`src/rtl/core/srr_pkg.sv`:
```
// shared types and constants for the sequence reorder and reassembly receive core
// no dependencies; imported by srr_ctrl, srr_datapath and seq_reorder_reassembly_rx_core
`default_nettype none

package srr_pkg;

    localparam int SEQ_BITS   = 14;
    localparam int TAG_BITS   = 8;
    localparam int CHAN_BITS  = 16;
    localparam int OTAG_BITS  = 8;
    localparam int WINDOW     = 32;
    localparam int WIN_BITS   = $clog2(WINDOW);
    localparam int APB_DBITS  = 32;
    localparam int PADDR_BITS = 3;
    localparam int REG_IDX_BITS = PADDR_BITS - 2;

    localparam logic [SEQ_BITS-1:0] WINDOW_SEQ = SEQ_BITS'(WINDOW);

    localparam logic [REG_IDX_BITS-1:0] REG_REPLY_CHANNEL = REG_IDX_BITS'(0);

    localparam logic KIND_ACK = 1'b0;
    localparam logic KIND_REL = 1'b1;

    typedef struct packed {
        logic [SEQ_BITS-1:0] seq_id;
        logic                first_frag;
        logic                last_frag;
        logic [7:0]          payload_tag;
    } srr_in_t;

    typedef struct packed {
        logic                 kind;
        logic [CHAN_BITS-1:0] ack_channel;
        logic [SEQ_BITS-1:0]  out_seq;
        logic                 out_first;
        logic                 out_last;
        logic [OTAG_BITS-1:0] out_tag;
        logic                 dropped;
        logic                 run_end;
    } srr_out_t;

    typedef struct packed {
        logic                last;
        logic                first;
        logic [TAG_BITS-1:0] tag;
    } srr_entry_t;

    typedef enum logic [1:0] {
        ST_IDLE,
        ST_ADVANCE,
        ST_ACK,
        ST_RELEASE
    } srr_state_t;

    typedef struct packed {
        logic in_take;
        logic adv_step;
        logic ack_load;
        logic rel_load;
    } srr_cmd_t;

    typedef struct packed {
        logic need_adv;
        logic adv_hit;
        logic rel_pending;
        logic rel_last;
        logic out_free;
    } srr_stat_t;

endpackage

`default_nettype wire

```
`src/rtl/core/seq_reorder_reassembly_rx_core.sv`:
```
// top level of the sequence reorder and reassembly receive core
// depends on srr_pkg, srr_ctrl, srr_datapath; holds the apb register file
//
// usage:
//   s_ channel: one datagram header per transaction (seq_id, flags, payload tag)
//   m_ channel: results; every datagram first gives an acknowledgement
//     (kind 0, dropped set when old, duplicate or outside the window), then,
//     when it completes a contiguous run ending in a last fragment, the
//     released datagrams in order (kind 1); run_end marks the last result
//     caused by one input transaction
//   apb port: register 0 at byte address 0 holds reply_channel
// timing:
//   the acknowledgement is loaded into the output register once it is free,
//   after the expected-id walk, which only a datagram at the expected id
//   makes (over the filled slots); released datagrams then leave one at a
//   time through the single output register; s_ready is high only between
//   transactions
// reset: window empty, expected and oldest ids zero, reply_channel zero;
//   no clearing pass, the core takes input in the first cycle after reset
// a stalled m_ready holds the output register; at most one more transaction is taken
`default_nettype none

module seq_reorder_reassembly_rx_core (
    input  wire logic                             aclk,
    input  wire logic                             aresetn,
    input  wire logic                             s_valid,
    output logic                                  s_ready,
    input  wire srr_pkg::srr_in_t                 s_data,
    output logic                                  m_valid,
    input  wire logic                             m_ready,
    output srr_pkg::srr_out_t                     m_data,
    input  wire logic                             psel,
    input  wire logic                             penable,
    input  wire logic                             pwrite,
    input  wire logic [srr_pkg::PADDR_BITS-1:0]   paddr,
    input  wire logic [srr_pkg::APB_DBITS-1:0]    pwdata,
    output logic [srr_pkg::APB_DBITS-1:0]         prdata,
    output logic                                  pready
);
    import srr_pkg::*;

    logic [CHAN_BITS-1:0]    reply_channel_reg, reply_channel_next;
    logic [REG_IDX_BITS-1:0] reg_idx;
    srr_cmd_t                cmd;
    srr_stat_t               stat;

    assign reg_idx = paddr[PADDR_BITS-1:2];
    assign pready  = 1'b1;

    always_comb begin
        reply_channel_next = reply_channel_reg;
        if (psel && penable && pwrite && (reg_idx == REG_REPLY_CHANNEL)) begin
            reply_channel_next = pwdata[CHAN_BITS-1:0];
        end
        prdata = '0;
        if (reg_idx == REG_REPLY_CHANNEL) begin
            prdata = APB_DBITS'(reply_channel_reg);
        end
    end

    always_ff @(posedge aclk) begin
        if (!aresetn) begin
            reply_channel_reg <= '0;
        end else begin
            reply_channel_reg <= reply_channel_next;
        end
    end

    srr_ctrl u_ctrl (
        .aclk    (aclk),
        .aresetn (aresetn),
        .s_valid (s_valid),
        .s_ready (s_ready),
        .stat    (stat),
        .cmd     (cmd)
    );

    srr_datapath u_datapath (
        .aclk          (aclk),
        .aresetn       (aresetn),
        .s_data        (s_data),
        .reply_channel (reply_channel_reg),
        .cmd           (cmd),
        .stat          (stat),
        .m_valid       (m_valid),
        .m_ready       (m_ready),
        .m_data        (m_data)
    );

endmodule

`default_nettype wire

```
`src/rtl/core/srr_ctrl.sv`:
```
// controller state machine: input take, expected-id walk, acknowledgement, release walk
// depends on srr_pkg; drives srr_datapath through srr_cmd_t
`default_nettype none

module srr_ctrl (
    input  wire logic              aclk,
    input  wire logic              aresetn,
    input  wire logic              s_valid,
    output logic                   s_ready,
    input  wire srr_pkg::srr_stat_t stat,
    output srr_pkg::srr_cmd_t      cmd
);
    import srr_pkg::*;

    srr_state_t state_reg;
    srr_state_t state_next;

    always_ff @(posedge aclk) begin
        if (!aresetn) begin
            state_reg <= ST_IDLE;
        end else begin
            state_reg <= state_next;
        end
    end

    always_comb begin
        state_next = state_reg;
        cmd        = '0;
        s_ready    = 1'b0;
        case (state_reg)
            ST_IDLE: begin
                s_ready = 1'b1;
                if (s_valid) begin
                    cmd.in_take = 1'b1;
                    state_next  = stat.need_adv ? ST_ADVANCE : ST_ACK;
                end
            end
            ST_ADVANCE: begin
                if (stat.adv_hit) begin
                    cmd.adv_step = 1'b1;
                end else begin
                    state_next = ST_ACK;
                end
            end
            ST_ACK: begin
                if (stat.out_free) begin
                    cmd.ack_load = 1'b1;
                    state_next   = stat.rel_pending ? ST_RELEASE : ST_IDLE;
                end
            end
            ST_RELEASE: begin
                if (stat.out_free) begin
                    cmd.rel_load = 1'b1;
                    if (stat.rel_last) begin
                        state_next = ST_IDLE;
                    end
                end
            end
            default: begin
                state_next = ST_IDLE;
            end
        endcase
    end

endmodule

`default_nettype wire

```
`src/rtl/core/srr_datapath.sv`:
```
// datapath: window pointers, slot valid and last bits, slot memory, output register
// depends on srr_pkg; commanded by srr_ctrl
`default_nettype none

module srr_datapath (
    input  wire logic                            aclk,
    input  wire logic                            aresetn,
    input  wire srr_pkg::srr_in_t                s_data,
    input  wire logic [srr_pkg::CHAN_BITS-1:0]   reply_channel,
    input  wire srr_pkg::srr_cmd_t               cmd,
    output srr_pkg::srr_stat_t                   stat,
    output logic                                 m_valid,
    input  wire logic                            m_ready,
    output srr_pkg::srr_out_t                    m_data
);
    import srr_pkg::*;

    logic [SEQ_BITS-1:0] expected_reg, expected_next;
    logic [SEQ_BITS-1:0] oldest_reg, oldest_next;
    logic [SEQ_BITS-1:0] rel_end_reg, rel_end_next;
    logic [WINDOW-1:0]   slot_valid_reg, slot_valid_next;
    logic [WINDOW-1:0]   slot_last_reg, slot_last_next;

    logic [SEQ_BITS-1:0] ack_seq_reg, ack_seq_next;
    logic                ack_first_reg, ack_first_next;
    logic                ack_last_reg, ack_last_next;
    logic                ack_drop_reg, ack_drop_next;

    srr_entry_t          slot_mem [WINDOW];
    srr_entry_t          rd_data_reg;

    logic                m_valid_reg, m_valid_next;
    srr_out_t            m_data_reg, m_data_next;

    logic [SEQ_BITS-1:0] in_off;
    logic [SEQ_BITS-1:0] in_ahead;
    logic [WIN_BITS-1:0] in_slot;
    logic                in_accept;
    logic [WIN_BITS-1:0] exp_slot;
    logic [WIN_BITS-1:0] old_slot;
    logic [SEQ_BITS-1:0] exp_dist;
    logic [SEQ_BITS-1:0] rel_dist;
    logic [SEQ_BITS-1:0] expected_inc;
    logic [SEQ_BITS-1:0] oldest_inc;
    logic                out_free;
    srr_entry_t          wr_entry;

    assign in_off       = s_data.seq_id - oldest_reg;
    assign in_ahead     = s_data.seq_id - expected_reg;
    assign in_slot      = s_data.seq_id[WIN_BITS-1:0];
    assign in_accept    = (in_off < WINDOW_SEQ) && (in_ahead < WINDOW_SEQ)
                          && !slot_valid_reg[in_slot];
    assign exp_slot     = expected_reg[WIN_BITS-1:0];
    assign old_slot     = oldest_reg[WIN_BITS-1:0];
    assign exp_dist     = expected_reg - oldest_reg;
    assign rel_dist     = rel_end_reg - oldest_reg;
    assign expected_inc = expected_reg + SEQ_BITS'(1);
    assign oldest_inc   = oldest_reg + SEQ_BITS'(1);
    assign out_free     = !m_valid_reg || m_ready;

    assign wr_entry.last  = s_data.last_frag;
    assign wr_entry.first = s_data.first_frag;
    assign wr_entry.tag   = s_data.payload_tag[TAG_BITS-1:0];

    assign stat.need_adv    = in_accept && (in_ahead == '0);
    assign stat.adv_hit     = (exp_dist < WINDOW_SEQ) && slot_valid_reg[exp_slot];
    assign stat.rel_pending = (rel_end_reg != oldest_reg);
    assign stat.rel_last    = (oldest_inc == rel_end_reg);
    assign stat.out_free    = out_free;

    always_comb begin
        expected_next   = expected_reg;
        oldest_next     = oldest_reg;
        rel_end_next    = rel_end_reg;
        slot_valid_next = slot_valid_reg;
        slot_last_next  = slot_last_reg;
        ack_seq_next    = ack_seq_reg;
        ack_first_next  = ack_first_reg;
        ack_last_next   = ack_last_reg;
        ack_drop_next   = ack_drop_reg;
        m_valid_next    = m_valid_reg && !m_ready;
        m_data_next     = m_data_reg;

        if (cmd.in_take) begin
            ack_seq_next   = s_data.seq_id;
            ack_first_next = s_data.first_frag;
            ack_last_next  = s_data.last_frag;
            ack_drop_next  = !in_accept;
            rel_end_next   = oldest_reg;
            if (in_accept) begin
                slot_valid_next[in_slot] = 1'b1;
                slot_last_next[in_slot]  = s_data.last_frag;
            end
        end

        if (cmd.adv_step) begin
            expected_next = expected_inc;
            if (slot_last_reg[exp_slot]) begin
                rel_end_next = expected_inc;
            end
        end

        if (cmd.ack_load) begin
            m_valid_next            = 1'b1;
            m_data_next.kind        = KIND_ACK;
            m_data_next.ack_channel = reply_channel;
            m_data_next.out_seq     = ack_seq_reg;
            m_data_next.out_first   = ack_first_reg;
            m_data_next.out_last    = ack_last_reg;
            m_data_next.out_tag     = '0;
            m_data_next.dropped     = ack_drop_reg;
            m_data_next.run_end     = (rel_end_reg == oldest_reg);
        end

        if (cmd.rel_load) begin
            m_valid_next              = 1'b1;
            m_data_next.kind          = KIND_REL;
            m_data_next.ack_channel   = '0;
            m_data_next.out_seq       = oldest_reg;
            m_data_next.out_first     = rd_data_reg.first;
            m_data_next.out_last      = rd_data_reg.last;
            m_data_next.out_tag       = OTAG_BITS'(rd_data_reg.tag);
            m_data_next.dropped       = 1'b0;
            m_data_next.run_end       = (oldest_inc == rel_end_reg);
            slot_valid_next[old_slot] = 1'b0;
            oldest_next               = oldest_inc;
        end
    end

    always_ff @(posedge aclk) begin
        if (!aresetn) begin
            expected_reg   <= '0;
            oldest_reg     <= '0;
            rel_end_reg    <= '0;
            slot_valid_reg <= '0;
            m_valid_reg    <= 1'b0;
        end else begin
            expected_reg   <= expected_next;
            oldest_reg     <= oldest_next;
            rel_end_reg    <= rel_end_next;
            slot_valid_reg <= slot_valid_next;
            m_valid_reg    <= m_valid_next;
        end
    end

    always_ff @(posedge aclk) begin
        slot_last_reg <= slot_last_next;
        ack_seq_reg   <= ack_seq_next;
        ack_first_reg <= ack_first_next;
        ack_last_reg  <= ack_last_next;
        ack_drop_reg  <= ack_drop_next;
        m_data_reg    <= m_data_next;
    end

    // slot memory, read address follows the oldest pending id
    always_ff @(posedge aclk) begin
        if (cmd.in_take && in_accept) begin
            slot_mem[in_slot] <= wr_entry;
        end
        rd_data_reg <= slot_mem[oldest_next[WIN_BITS-1:0]];
    end

    assign m_valid = m_valid_reg;
    assign m_data  = m_data_reg;

    a_exp_in_window: assert property (@(posedge aclk) disable iff (!aresetn)
        exp_dist <= WINDOW_SEQ)
        else $error("expected id ran past the window");

    a_rel_end_in_run: assert property (@(posedge aclk) disable iff (!aresetn)
        rel_dist <= exp_dist)
        else $error("release end beyond contiguous run");

    a_rel_slot_valid: assert property (@(posedge aclk) disable iff (!aresetn)
        cmd.rel_load |-> slot_valid_reg[old_slot])
        else $error("release of an empty slot");

    a_load_when_free: assert property (@(posedge aclk) disable iff (!aresetn)
        (cmd.ack_load || cmd.rel_load) |-> out_free)
        else $error("output register overwritten");

    a_oldest_moves_on_release: assert property (@(posedge aclk) disable iff (!aresetn)
        !cmd.rel_load |=> (oldest_reg == $past(oldest_reg)))
        else $error("oldest id moved without a release");

endmodule

`default_nettype wire
```
`config.mk`:
```
export PLATFORM = sky130hd
export DESIGN_NAME = seq_reorder_reassembly_rx_core
export DESIGN_NICKNAME = d
export VERILOG_FILES = /design/src/rtl/core/srr_pkg.sv /design/src/rtl/core/seq_reorder_reassembly_rx_core.sv /design/src/rtl/core/srr_ctrl.sv /design/src/rtl/core/srr_datapath.sv
export SDC_FILE = /design/constraint.sdc
export NUM_CORES = 1
export LEC_CHECK = 0
export BUFFER_PORTS_ARGS = -buffer_cell sky130_fd_sc_hd__clkbuf_2
export CAP_MARGIN = 20
export CORE_ASPECT_RATIO = 0.8
export CORE_MARGIN = 5
export CORE_UTILIZATION = 44
export DETAILED_ROUTE_END_ITERATION = 8
export PLACE_DENSITY_LB_ADDON = 0.08
export SLEW_MARGIN = 0
export SYNTH_ARGS = -nofsm -noshare
export SYNTH_HDL_FRONTEND = slang
export SYNTH_SLANG_ARGS = --single-unit
```
`constraint.sdc`:
```
create_clock -name aclk -period 9.1 [get_ports aclk]
set_input_delay 0.91 -clock aclk [delete_from_list [all_inputs] [get_ports aclk]]
set_output_delay 0.91 -clock aclk [all_outputs]
set_load 0.005 [all_outputs]
```
Word level (Yosys, flattened, before mapping):

Memories as Yosys holds them, arrays and structs flattened. A register that Yosys moved wholly into a read port is not among the register bits.
Index checks and enable logic that the tools add are counted.

* register bits after elaboration: 185
* memory bits (writable): 320
* input bits: 66
* output and inout bits: 78
* word-level logic and storage cells: 112
* memories kept: 1

Memory list
* u_datapath.slot_mem: depth 32, width 10, read ports 1, clocked after memory_dff 1, wr ports 1, RTL line srr_datapath.sv:29 `srr_entry_t slot_mem [WINDOW];`

* $add $sub $neg: 5
* $lt $le $gt $ge: 8
* equal/unequal tests: 11
* muxes and demuxes: 41
* bitwise gates (word level): 4
* reduce and logical (&&, ||, !) cells: 21

Operator list (number)
* $mux W32: 3
* $mux W26: 2
* $lt A14 B6 Y1 const B: 3
* $mux W14: 3
* $sub A14 B14 Y14: 3
* $and A32 B32 Y32: 1
* $bwmux W32: 1
* $not A32 Y32: 1
* $or A32 B32 Y32: 1
* $add A14 B1 Y14 const B: 2
* $eq A14 B14 Y1: 2
* $lt A5 B6 Y1 const B: 3
* $mux W1: 17
* $mux W16: 1
* $bmux W1 S5: 3
* $logic_not A14 Y1: 1
* $mux W2: 7
* $ne A14 B14 Y1: 1
* $logic_and A1 B1 Y1: 11
* $demux W1 S5: 2
* $ge A5 B1 Y1 const B: 2
* $pmux W2 S4: 1
* $ne A2 B2 Y1 const B: 3
* $mux W5: 1
* other kinds (10): 15

Longest topological paths before layout:

Gate-level depths: netlist of run 1.

* depth in word-level cells: 9
* depth in mapped cells: 14
* depth with buffers taken out: 12

Cells and area by module:

From an unflattened synthesis of run 1, not the netlist that was laid out.

* cells, all modules: 1604
* area, all modules: 22609.2 µm²

By module, submodules not included
* srr_datapath: instances 1, cells an instance 1473, area each 21495.6 µm², seq. area each 12932.4 µm²
* seq_reorder_reassembly_rx_core: instances 1, cells an instance 106, area each 907.1 µm², seq. area each 320.3 µm²
* srr_ctrl: instances 1, cells an instance 25, area each 206.4 µm², seq. area each 40.0 µm²

Least setup slack after synthesis of run 1:

OpenSTA, ideal clock, no wires.

* kind: input port to flip-flop
* from: in s_data[10] in the netlist's numbering
* to: reg u_datapath.slot_last_reg[26] (enable)
* setup time: 0.390 ns
* arrival: 4.239 ns
* data required time: 8.710 ns
* path slack: 4.471 ns
* stages: 14
* path buffers: 2
* cells stage by stage: buf_2 > inv_1 > ha_1 > inv_1 > fa_1 > a21oi_1 > nor4b_1 > nor4_1 > nand4_1 > or4_1 > nor3_2 > nand4b_4 > buf_6 > nor3_1

* cells in the longest elaborated chain, start to end: 5
* elaborated cells between the ends (all ways): 10
* those cells by class: 2 x add/sub; 2 x order compare; 2 x mux; 4 x reduce/logical

Ends and longest elaborated chain
* start: declaration: RTL line seq_reorder_reassembly_rx_core.sv:28 `input wire srr_pkg::srr_in_t s_data,`
* $sub A14 B14 Y14 (tied with other cells): RTL line srr_datapath.sv:48 `assign in_off = s_data.seq_id - oldest_reg;`
* $lt A14 B6 Y1 or $mux W1 (tied branches): RTL line srr_datapath.sv:51, srr_datapath.sv:52
* $logic_and A1 B1 Y1 or $logic_not A1 Y1 (tied branches): RTL line srr_datapath.sv:51, srr_datapath.sv:52
* $logic_and A1 B1 Y1 (*): RTL line srr_datapath.sv:52 `&& !slot_valid_reg[in_slot];`
* $reduce_and A2 Y1 (no line) (*)
* end signal: assignment: RTL line srr_datapath.sv:147 `slot_last_reg <= slot_last_next;`
* end: declaration: RTL line srr_datapath.sv:22 `logic [WINDOW-1:0] slot_last_reg, slot_last_next;`

Every way passes the cells marked *; elsewhere a longest branch is shown, timed or not. The select of a mux whose other input is x is not followed.
A chain may end at the register's enable or synchronous reset.

Final worst setup path of run 1:

* from: reg u_datapath.expected_reg[1]
* to: mem u_datapath.slot_mem[21][2] in the netlist's numbering (enable)

* cells in the longest elaborated chain, start to end: 7

Ends and longest elaborated chain
* start: declaration: RTL line srr_datapath.sv:18 `logic [SEQ_BITS-1:0] expected_reg, expected_next;`
* start signal: assignment: RTL line srr_datapath.sv:138 `expected_reg <= expected_next;`
* $sub A14 B14 Y14: RTL line srr_datapath.sv:49 `assign in_ahead = s_data.seq_id - expected_reg;`
* $lt A14 B6 Y1: RTL line srr_datapath.sv:51 `assign in_accept = (in_off < WINDOW_SEQ) && (in_ahead < WINDOW_SEQ)`
* $logic_and A1 B1 Y1: RTL line srr_datapath.sv:51
* $logic_and A1 B1 Y1: RTL line srr_datapath.sv:52
* $logic_and A1 B1 Y1: RTL line srr_datapath.sv:157 `if (cmd.in_take && in_accept) begin`
* $mux W1: RTL line srr_datapath.sv:157
* $mux W1 (not written as such): RTL line srr_datapath.sv:158 `slot_mem[in_slot] <= wr_entry;`
* end: declaration: RTL line srr_datapath.sv:29

No other way between the ends.

==> results_dict.tcl, run 1 <==
set metrics [dict create \
    run_status "complete, no violations" \
    vdd_drop_max_mv 0.1293 \
    cap_violations 0 \
    cts_made_buffers 50 \
    setup_tns_ns 0 \
    ant_nets 0 \
    power.total_mw 5.224 \
    worst_hold_path_type "flop to flop" \
    final_cell_mix "edfxtp_1 (362), mux4_2 (123), nand2_1 (122)" \
    fin_util_pct 50.32 \
    crit_path_max_incr_delay_ns 1.09 \
    grt_max_degree 89 \
    die_w_um 262.5 \
    power.density_nw_per_um2 204.6 \
    fin_crit_ns 5.451 \
    tightest_slew_ns 1.122 \
    crit_chain "inv_1, ha_1, nand2b_1, a211oi_2, o21ai_0, a2bb2o_1, or4_1, nor3_2, nand4b_4, nor3_2" \
    mostFrequentLayoutCell "edfxtp_1" \
    cts_root_buf "clkbuf_16" \
    post_cts_buffers 0 \
    grt_usage_pct 20.95 \
    clk_pin_slew_ns 0.06 \
    core_um2 50740 \
    reg2reg_depth 10 \
    wirelength_mm 59.66 \
    place_congestion 0.8779 \
    hpwl_mm 39.39 \
    grt_antenna_before_repair 3 \
    drt_iter0_markers 1196 \
    period_share_pct 59.91 \
    tritoncts "done" \
    htreeDepth 2 \
    postSynthCellCount 1625 \
    drive_above_1_share_pct 22.51 \
    start_util_pct 44.23 \
    cts.sinks 483 \
    grt_pass1_vias 13850 \
    worstPathBufferInverterCount 1 \
    largest_register_ff_count 289 \
    ctsResizeCount 0 \
    p_leak_nw 8.758 \
    ctsHoldBuffers 0 \
    end_kind "flop" \
    r2r_slack_ns 3.65 \
    synth-edff-count 362 \
    avgRoutedWirePerCell_um 24.22 \
    synth-seq-cells 483 \
    synth_flop_cell "edfxtp_1" \
    grt_overflow_total 0 \
    whs_ns 0.4546 \
    async_flop_share_pct 0 \
    die_height_um 212.0 \
    io_buffers 108 \
    areaGrowthSynthToFinish_pct 13.77 \
    synth.distinct_cells 78 \
    fin_skew_ns 0.02677 \
    critPathMaxFanout 33 \
    dieArea_um2 55650 \
    cp_data_required_time_ns 9.31 \
    slowest_stage "nor3_2" \
    hold_viol_final 0 \
    clk_latency_ns 0.60 \
    grt_pass1_wl_mm 89.06 \
    crit_arrival_ns 5.66 \
    viasPerCell 5.812 \
    num_vias 14320 \
    fillers 4438 \
    setup_viol 0 \
    max_freq_ghz 0.1834 \
    rows 74 \
    drv_slew 0 \
    boundaryPins 144 \
    crit_top_cell "nor3_2" \
    path_depth 10 \
    yosysWarnings 0 \
    path_delay_family "simple AND/OR/NAND/NOR gates" \
    crit_type "flop to flop" \
    fin_nets 1845 \
    firstDrtPassIters 5 \
    worst_setup_path_start_kind "flop" \
    syn_avg_cell_area_um2 13.81 \
    drc_errors 0 \
    hold_depth 2 \
    clk_path_buf_depth 3 \
    relSlewSlack_pct 24.79 \
    rsz0062_at_grt "false" \
    syn_area_um2 22440 \
    synth_seq_area_share_pct 59.23 \
]
-- worst register-to-register path, cell delays in order (launching register included) --
cell,delay [ns]
dfxtp_1,0.87
inv_1,0.26
ha_1,0.35
nand2b_1,0.08
a211oi_2,0.53
o21ai_0,0.20
a2bb2o_1,0.30
or4_1,0.51
nor3_2,0.30
nand4b_4,0.54
nor3_2,1.11
-- area by class of cell --
cell class                      count  area (µm²)  share of cell area (%)
Inverter                           73       274.0                   1.073
Clock buffer                       68        1401                   5.489
Timing Repair Buffer              148       894.6                   3.504
Tap cell                          684       855.8                   3.352
Sequential cell                   483       13290                   52.07
Clock inverter                     25       244.0                  0.9556
Antenna cell                        2       5.005                 0.01960
Multi-Input combinational cell    980        8563                   33.54
-- kinds of logic (layout without fill, tap and decap cells) --
logic type               after synthesis  in the layout  synth area share, %
adder cells (fa/ha/maj)               43             43                2.431
AO/OA/AOI/OAI                        292            292                8.765
XOR/XNOR                              55             55                2.208
buffers and inverters                177            314                3.434
multiplexers                         165            165                14.38
other                                  2             19              0.03346
AND/OR/NAND/NOR                      408            408                9.512
flip-flops                           483            483                59.23
-- path summary, 6_finish.rpt --
check | end | start
max reg2reg | u_datapath.slot_mem[21][2] | u_datapath.expected_reg[1]
max | u_datapath.slot_mem[21][2] | u_datapath.expected_reg[1]
min reg2reg | u_datapath.m_data[27] | u_datapath.m_data[27]
min | u_datapath.m_data[27] | u_datapath.m_data[27]
-- cell usage after synthesis (all sizes together) (6+ instances only) --
library cell / count / area share, %
nor4: 8 / 0.22
and3: 15 / 0.42
nor3b: 6 / 0.20
xnor2: 34 / 1.3
nand3: 37 / 0.83
a21o: 25 / 0.84
mux2i: 24 / 1.1
nor2: 41 / 0.69
buf: 43 / 1.2
nand2b: 8 / 0.22
edfxtp: 362 / 48
a221o: 31 / 1.4
a2111oi: 6 / 0.26
a21oi: 89 / 2.0
mux4: 124 / 12
nor2b: 27 / 0.75
or3: 11 / 0.31
dfxtp: 121 / 11
o211ai: 6 / 0.20
or4: 6 / 0.20
xor2: 20 / 0.78
nand4: 15 / 0.42
o21ai: 58 / 1.3
inv: 70 / 1.2
ha: 42 / 2.3
nand2: 122 / 2.0
mux2: 17 / 0.85
and2: 19 / 0.53
clkbuf: 61 / 1.0
or2: 7 / 0.20
nor3: 63 / 1.5
a211oi: 24 / 0.83
-- where the power goes --
| group | switching (mW) | internal (mW) | total, mW |
|---|---|---|---|
| Clock | 0.867 | 1.17 | 2.04 |
| Combinational | 0.404 | 0.283 | 0.687 |
| Sequential | 0.0362 | 2.46 | 2.50 |
| Total | 1.31 | 3.92 | 5.22 |
-- per-stage QoR --
stage,cells,instance area [µm²],setup WS [ns]
2_1_floorplan,1640,22500,4.471
3_3_place_gp,2358,23750,3.350
3_5_place_dp,2358,23750,3.185
4_1_cts,2451,25400,3.583
5_1_grt,2462,25530,3.388
6_report,2463,25530,3.649
-- routing by layer --
layer  routed length, µm  share of wire (%)  global-route usage [%]  up-vias
li1                    -                  -                       -     6513
met1               27660                 46                   32.20     7228
met2               26190                 44                   31.11      493
met3                4676                7.8                   4.385       79
met4                1118                1.9                   4.506        2
met5                  13              0.022                       0        -
(Power assumes the default switching activity.)
==> run 2: changes to the inputs <==
- ABC_AREA: default -> 1
- clock period: 9.1 -> 4.7 ns (I/O delays scaled with it)
==> results_dict.tcl, run 2 <==
set metrics [dict create \
    synth.distinct_cells 46 \
    synth_common_cells "nand2_1 (454), edfxtp_1 (362), nor2_1 (348)" \
    cts_root_buf "clkbuf_16" \
    mostFrequentLayoutCell "nand2_1" \
    max_freq_ghz 0.2590 \
    hpwl_mm 48.45 \
    ctsHoldBuffers 0 \
    drv_slew 0 \
    yosysWarnings 0 \
    timing.rr.end "u_datapath.rd_data_reg[1]" \
    fin_nets 2789 \
    grt_pass1_wl_mm 109.6 \
    core_um2 52460 \
    period_share_pct 82.16 \
    r2r_slack_ns 0.84 \
    crit_type "flop to flop" \
    synthTopCellsByArea "edfxtp_1 (47%), dfxtp_1 (10%), nand2_1 (7.3%)" \
    synth-edff-count 362 \
    drc_errors 0 \
    grt_overflow_total 0 \
    rows 75 \
    tightest_slew_ns 0.9942 \
    viasPerCell 5.665 \
    startpoint "u_datapath.oldest_reg[0]" \
    cts_made_buffers 51 \
    post_cts_buffers 0 \
    run_status "complete, no violations" \
    crit_arrival_ns 4.37 \
    start_util_pct 44.50 \
    fin_skew_ns 0.02492 \
    diodes 0 \
    htreeDepth 2 \
    ant_nets 0 \
    drt_iter0_markers 2468 \
    firstDrtPassIters 6 \
    io_buffers 108 \
    synth_top_cell_by_area "edfxtp_1" \
    synth_most_common_cell "nand2_1" \
    setup_viol 0 \
    cp_data_required_time_ns 5.21 \
    ctsResizeCount 0 \
    synth_top_area_share_pct 46.57 \
    end_kind "flop" \
    fin_area_um2 26650 \
    syn_avg_cell_area_um2 9.143 \
    worst_setup_path_start_kind "flop" \
    wirelength_mm 72.74 \
    cap_violations 0 \
    num_vias 19350 \
    worst_hold_path_type "primary input to flop" \
    hold_depth 1 \
    whs_ns 0.1191 \
    fin_util_pct 50.80 \
    crit_top_cell "buf_4" \
    reg2reg_depth 13 \
    final_cell_mix "nand2_1 (454), edfxtp_1 (362), nor2_1 (345)" \
    die_w_um 267.5 \
    layout_setup_ws_ns 0.8386 \
    die_height_um 216.0 \
    dieArea_um2 57790 \
    cts.sinks 483 \
    setup_tns_ns 0 \
    rsz0062_at_grt "false" \
    r2r_start "u_datapath.oldest_reg[0]" \
    vdd_drop_max_mv 0.2899 \
    crit_chain "buf_4, inv_1, ha_1, inv_1, o21ai_4, buf_4, o21ai_0, o221ai_1, nand3_1, o21ai_0, buf_4, nor2_1, a31oi_1" \
    min_from "s_data[23]" \
    drive_above_1_share_pct 11.42 \
    async_flop_share_pct 0 \
    crit_path_max_incr_delay_ns 0.65 \
    place_area_um2 24930 \
    tritoncts "done" \
    fin_crit_ns 3.861 \
    synth-seq-cells 483 \
    areaGrowthSynthToFinish_pct 14.17 \
    p_leak_nw 10.06 \
    synth_flop_cell "edfxtp_1" \
    place_congestion 0.8943 \
    critPathMaxFanout 57 \
    clk_pin_slew_ns 0.06 \
    dpl_worst_slack_ns 0.8955 \
    grt_max_degree 88 \
    postSynthCellCount 2553 \
    clk_latency_ns 0.61 \
    grt_pass1_vias 18100 \
    grt_antenna_before_repair 1 \
    hold_end "u_datapath.ack_seq_reg[13]" \
    relSlewSlack_pct 33.56 \
    avgRoutedWirePerCell_um 21.29 \
    synth_seq_area_share_pct 56.95 \
    syn_area_um2 23340 \
    clk_path_buf_depth 3 \
    grt_usage_pct 24.38 \
    power.density_nw_per_um2 429.8 \
    slowest_stage "o21ai_4" \
    hold_viol_final 0 \
    boundaryPins 144 \
    largest_register_ff_count 289 \
]
run 2: cell types whose count changed after synthesis, moves of 27 or more:
cell	delta
nor2b_1	-27
a21oi_1	+33
nand4_1	+44
nor2_1	+307
nor3_1	-42
mux4_2	-123
nand3_1	+132
o221ai_1	+63
o21ai_0	+252
clkbuf_1	+39
inv_1	+128
nand2_1	+332
a221o_1	-31
run 2: kinds of logic (layout without fill, tap and decap cells):
logic type / Yosys count / after routing / share of synthesized area (%)
simple gates: 1084 / 1084 / 19.80
buf+inv: 351 / 506 / 6.159
xor+xnor: 40 / 40 / 1.501
fa+ha+maj: 43 / 43 / 2.337
flops: 483 / 483 / 56.95
compound gates: 550 / 550 / 13.22
other cells: 2 / 17 / 0.03217
run 2: worst max-delay path: cells and delay by family (launching register included):
family                   cells  cell delay [ns]
flip-flops                   1             0.31
adder cells (fa/ha/maj)      1             0.33
AND/OR/NAND/NOR              2             0.24
buffers and inverters        5             1.18
AO/OA/AOI/OAI                5             1.64
run 2: power breakdown:
part	internal (mW)	leakage [nW]	switching, mW
clock	2.33	0.840	1.76
combinational	0.682	4.96	1.72
sequential	4.85	4.26	0.105
run 2: worst max-delay path by stage:
stage / end / slack, ns
2_1_floorplan: u_datapath.slot_last_reg[10] / 1.35
3_3_place_gp: u_datapath.rd_data_reg[2] / 0.87
3_5_place_dp: u_datapath.rd_data_reg[2] / 0.90
4_1_cts: u_datapath.rd_data_reg[2] / 0.95
5_1_grt: u_datapath.rd_data_reg[1] / 0.70
6_report: u_datapath.rd_data_reg[1] / 0.84
run 2: cell type report:
cell class              count  area, µm²
inverters                 209      789.5
clock inverters            31      291.5
flip-flops and latches    483      13290
well taps                 693      867.1
fillers                  4849      25810
multi-input cells        1734       8712
clock buffers              65       1425
repair buffers            201       1271
run 2: metal layers:
metal | vias up | routed length (µm) | track usage [%]
li1 | 9112 | - | -
met1 | 9337 | 34660 | 37.97
met2 | 810 | 30460 | 35.41
met3 | 89 | 6455 | 5.215
met4 | 2 | 1156 | 4.568
met5 | - | 13 | 0
run 2: stage by stage:
step	std cells	total power, mW
2_1_floorplan	2568	6.484
3_3_place_gp	3319	7.383
3_5_place_dp	3320	7.413
4_1_cts	3416	11.52
5_1_grt	3416	12.00
6_report	3416	11.45
==> run 3: changes to the inputs <==
- clock period: 4.7 -> 3.79 ns (I/O delays scaled with it)
==> results_dict.tcl, run 3 (same netlist as run 2, synthesis figures left out) <==
set metrics [dict create \
    grt_pass1_wl_mm 109.6 \
    relSlewSlack_pct 36.65 \
    met2_usage_pct 35.10 \
    grt_antenna_before_repair 4 \
    areaGrowthSynthToFinish_pct 15.31 \
    drive_above_1_share_pct 12.05 \
    core_um2 52460 \
    place_area_um2 25150 \
    fin_skew_ns 0.03595 \
    p_leak_nw 10.21 \
    cp_data_required_time_ns 4.10 \
    die_height_um 216.0 \
    cts.sinks 483 \
    period_share_pct 92.72 \
    power.total_mw 14.35 \
    post_cts_buffers 0 \
    r2r_start "u_datapath.oldest_reg[8]" \
    clk_pin_slew_ns 0.06 \
    clk_path_buf_depth 3 \
    worst_hold_path_type "primary input to flop" \
    drt_iter0_markers 2221 \
    dp.cells 3345 \
    whs_ns 0.04503 \
    viasPerCell 5.620 \
    crit_type "flop to flop" \
    tightest_slew_ns 0.9430 \
    rsz0062_at_grt "false" \
    ant_nets 0 \
    place_congestion 0.8970 \
    fin_area_um2 26920 \
    hpwl_mm 49.33 \
    setup_viol 0 \
    boundaryPins 144 \
    avgRoutedWirePerCell_um 21.18 \
    vdd_drop_max_mv 0.4486 \
    run_status "complete, no violations" \
    hold_end "u_datapath.ack_seq_reg[12]" \
    fillers 4878 \
    wirelength_mm 72.85 \
    r2r_slack_ns 0.28 \
    grt_most_used_layer "met1" \
    drv_slew 0 \
    htreeDepth 2 \
    power.density_nw_per_um2 533.3 \
    fin_nets 2814 \
    use_met1_pct 38.33 \
    grt_max_degree 81 \
    drc_errors 0 \
    max_freq_ghz 0.2846 \
    worst_setup_path_start_kind "flop" \
    rows 75 \
    num_vias 19330 \
    clk_latency_ns 0.62 \
    setup_tns_ns 0 \
    grt_pass1_vias 18120 \
    diodes 0 \
    final_cell_mix "nand2_1 (454), edfxtp_1 (362), nor2_1 (345)" \
    timing.rr.end "u_datapath.slot_mem[4][2]" \
    end_kind "flop" \
    start_util_pct 44.50 \
    cap_violations 0 \
    cts_root_buf "clkbuf_16" \
    dieArea_um2 57790 \
    largest_register_ff_count 289 \
    hold_viol_final 0 \
    grt_usage_pct 24.47 \
    crit_arrival_ns 3.82 \
    tritoncts "done" \
    min_from "s_data[22]" \
    die_w_um 267.5 \
    gr-usage-met3_pct 5.044 \
    fin_crit_ns 3.514 \
    hold_depth 1 \
    critPathMaxFanout 9 \
    firstDrtPassIters 6 \
    io_buffers 108 \
    mostFrequentLayoutCell "nand2_1" \
    grt_overflow_total 0 \
    reg2reg_depth 14 \
    cts_made_buffers 50 \
    final_cells 3440 \
]
==> run 3: cell count changes in the layout (fill, tap and decap cells not counted), sizes merged <==
cell	previous run	this run
buf	93	118
bufinv	3	5
clkbuf	173	186
clkinv	29	12
clkinvlp	3	1
dlygate4sd3	0	1
inv	205	207
==> run 3: per-stage QoR <==
step / worst slack, ns / util [%]
after floorplan: 0.5357 / -
after global placement: 0.2699 / 47.95
after detailed placement: 0.2358 / 47.95
after CTS: 0.2597 / 51.29
after global routing: 0.03529 / 51.31
final: 0.2759 / 51.31
==> run 3: routing by layer <==
layer | vias up | wire (µm) | part of all wire [%]
li1 | 9164 | - | -
met1 | 9323 | 34950 | 48
met2 | 752 | 30160 | 41
met3 | 87 | 6489 | 8.9
met4 | 6 | 1212 | 1.7
met5 | - | 40 | 0.055
==> run 3: final cells by class <==
class	instances	area, µm²	share of cell area [%]
Multi-Input combinational cell	1734	8721	32.40
Clock inverter	16	257.7	0.9576
Timing Repair Buffer	227	1499	5.569
Clock buffer	78	1489	5.532
Inverter	209	789.5	2.933
Tap cell	693	867.1	3.221
Sequential cell	483	13290	49.39
==> run 3: worst max-delay path by stage <==
stage                                        start                            to  slack (ns)  cells past startpoint
after floorplan                         s_data[10]  u_datapath.slot_last_reg[10]        0.54                     14
after global placement                  s_data[12]     u_datapath.slot_mem[6][7]        0.27                     15
after detailed placement                s_data[10]    u_datapath.slot_mem[22][6]        0.24                     17
after CTS                 u_datapath.oldest_reg[8]     u_datapath.slot_mem[6][2]        0.26                     13
after global routing      u_datapath.oldest_reg[5]     u_datapath.slot_mem[4][0]        0.04                     15
final                     u_datapath.oldest_reg[8]     u_datapath.slot_mem[4][2]        0.28                     14
==> run 3: what timing repair did <==
action                                  in CTS  in global routing
gates resized for setup                      0                  1
hold buffers                                 1                  0
endpoints found under the setup margin       0                 26
endpoints found under the hold margin        1                  0
==> run 3: worst max-delay path: stages (launching register included) <==
cell and delay (ns):
dfxtp_1 0.47, inv_1 0.19, ha_1 0.41, nand2_1 0.11, nor2_1 0.25, nand3_1 0.15
nand3_1 0.10, nand2_1 0.05, nand2_1 0.09, nand4_1 0.15, nor3_4 0.40, nand4_2 0.11
buf_4 0.23, nor2_1 0.23, buf_4 0.26
==> run 3: power breakdown <==
group,internal (mW),switching (mW)
registers,6.01,0.129
logic,0.892,2.10
clock network,3.07,2.16
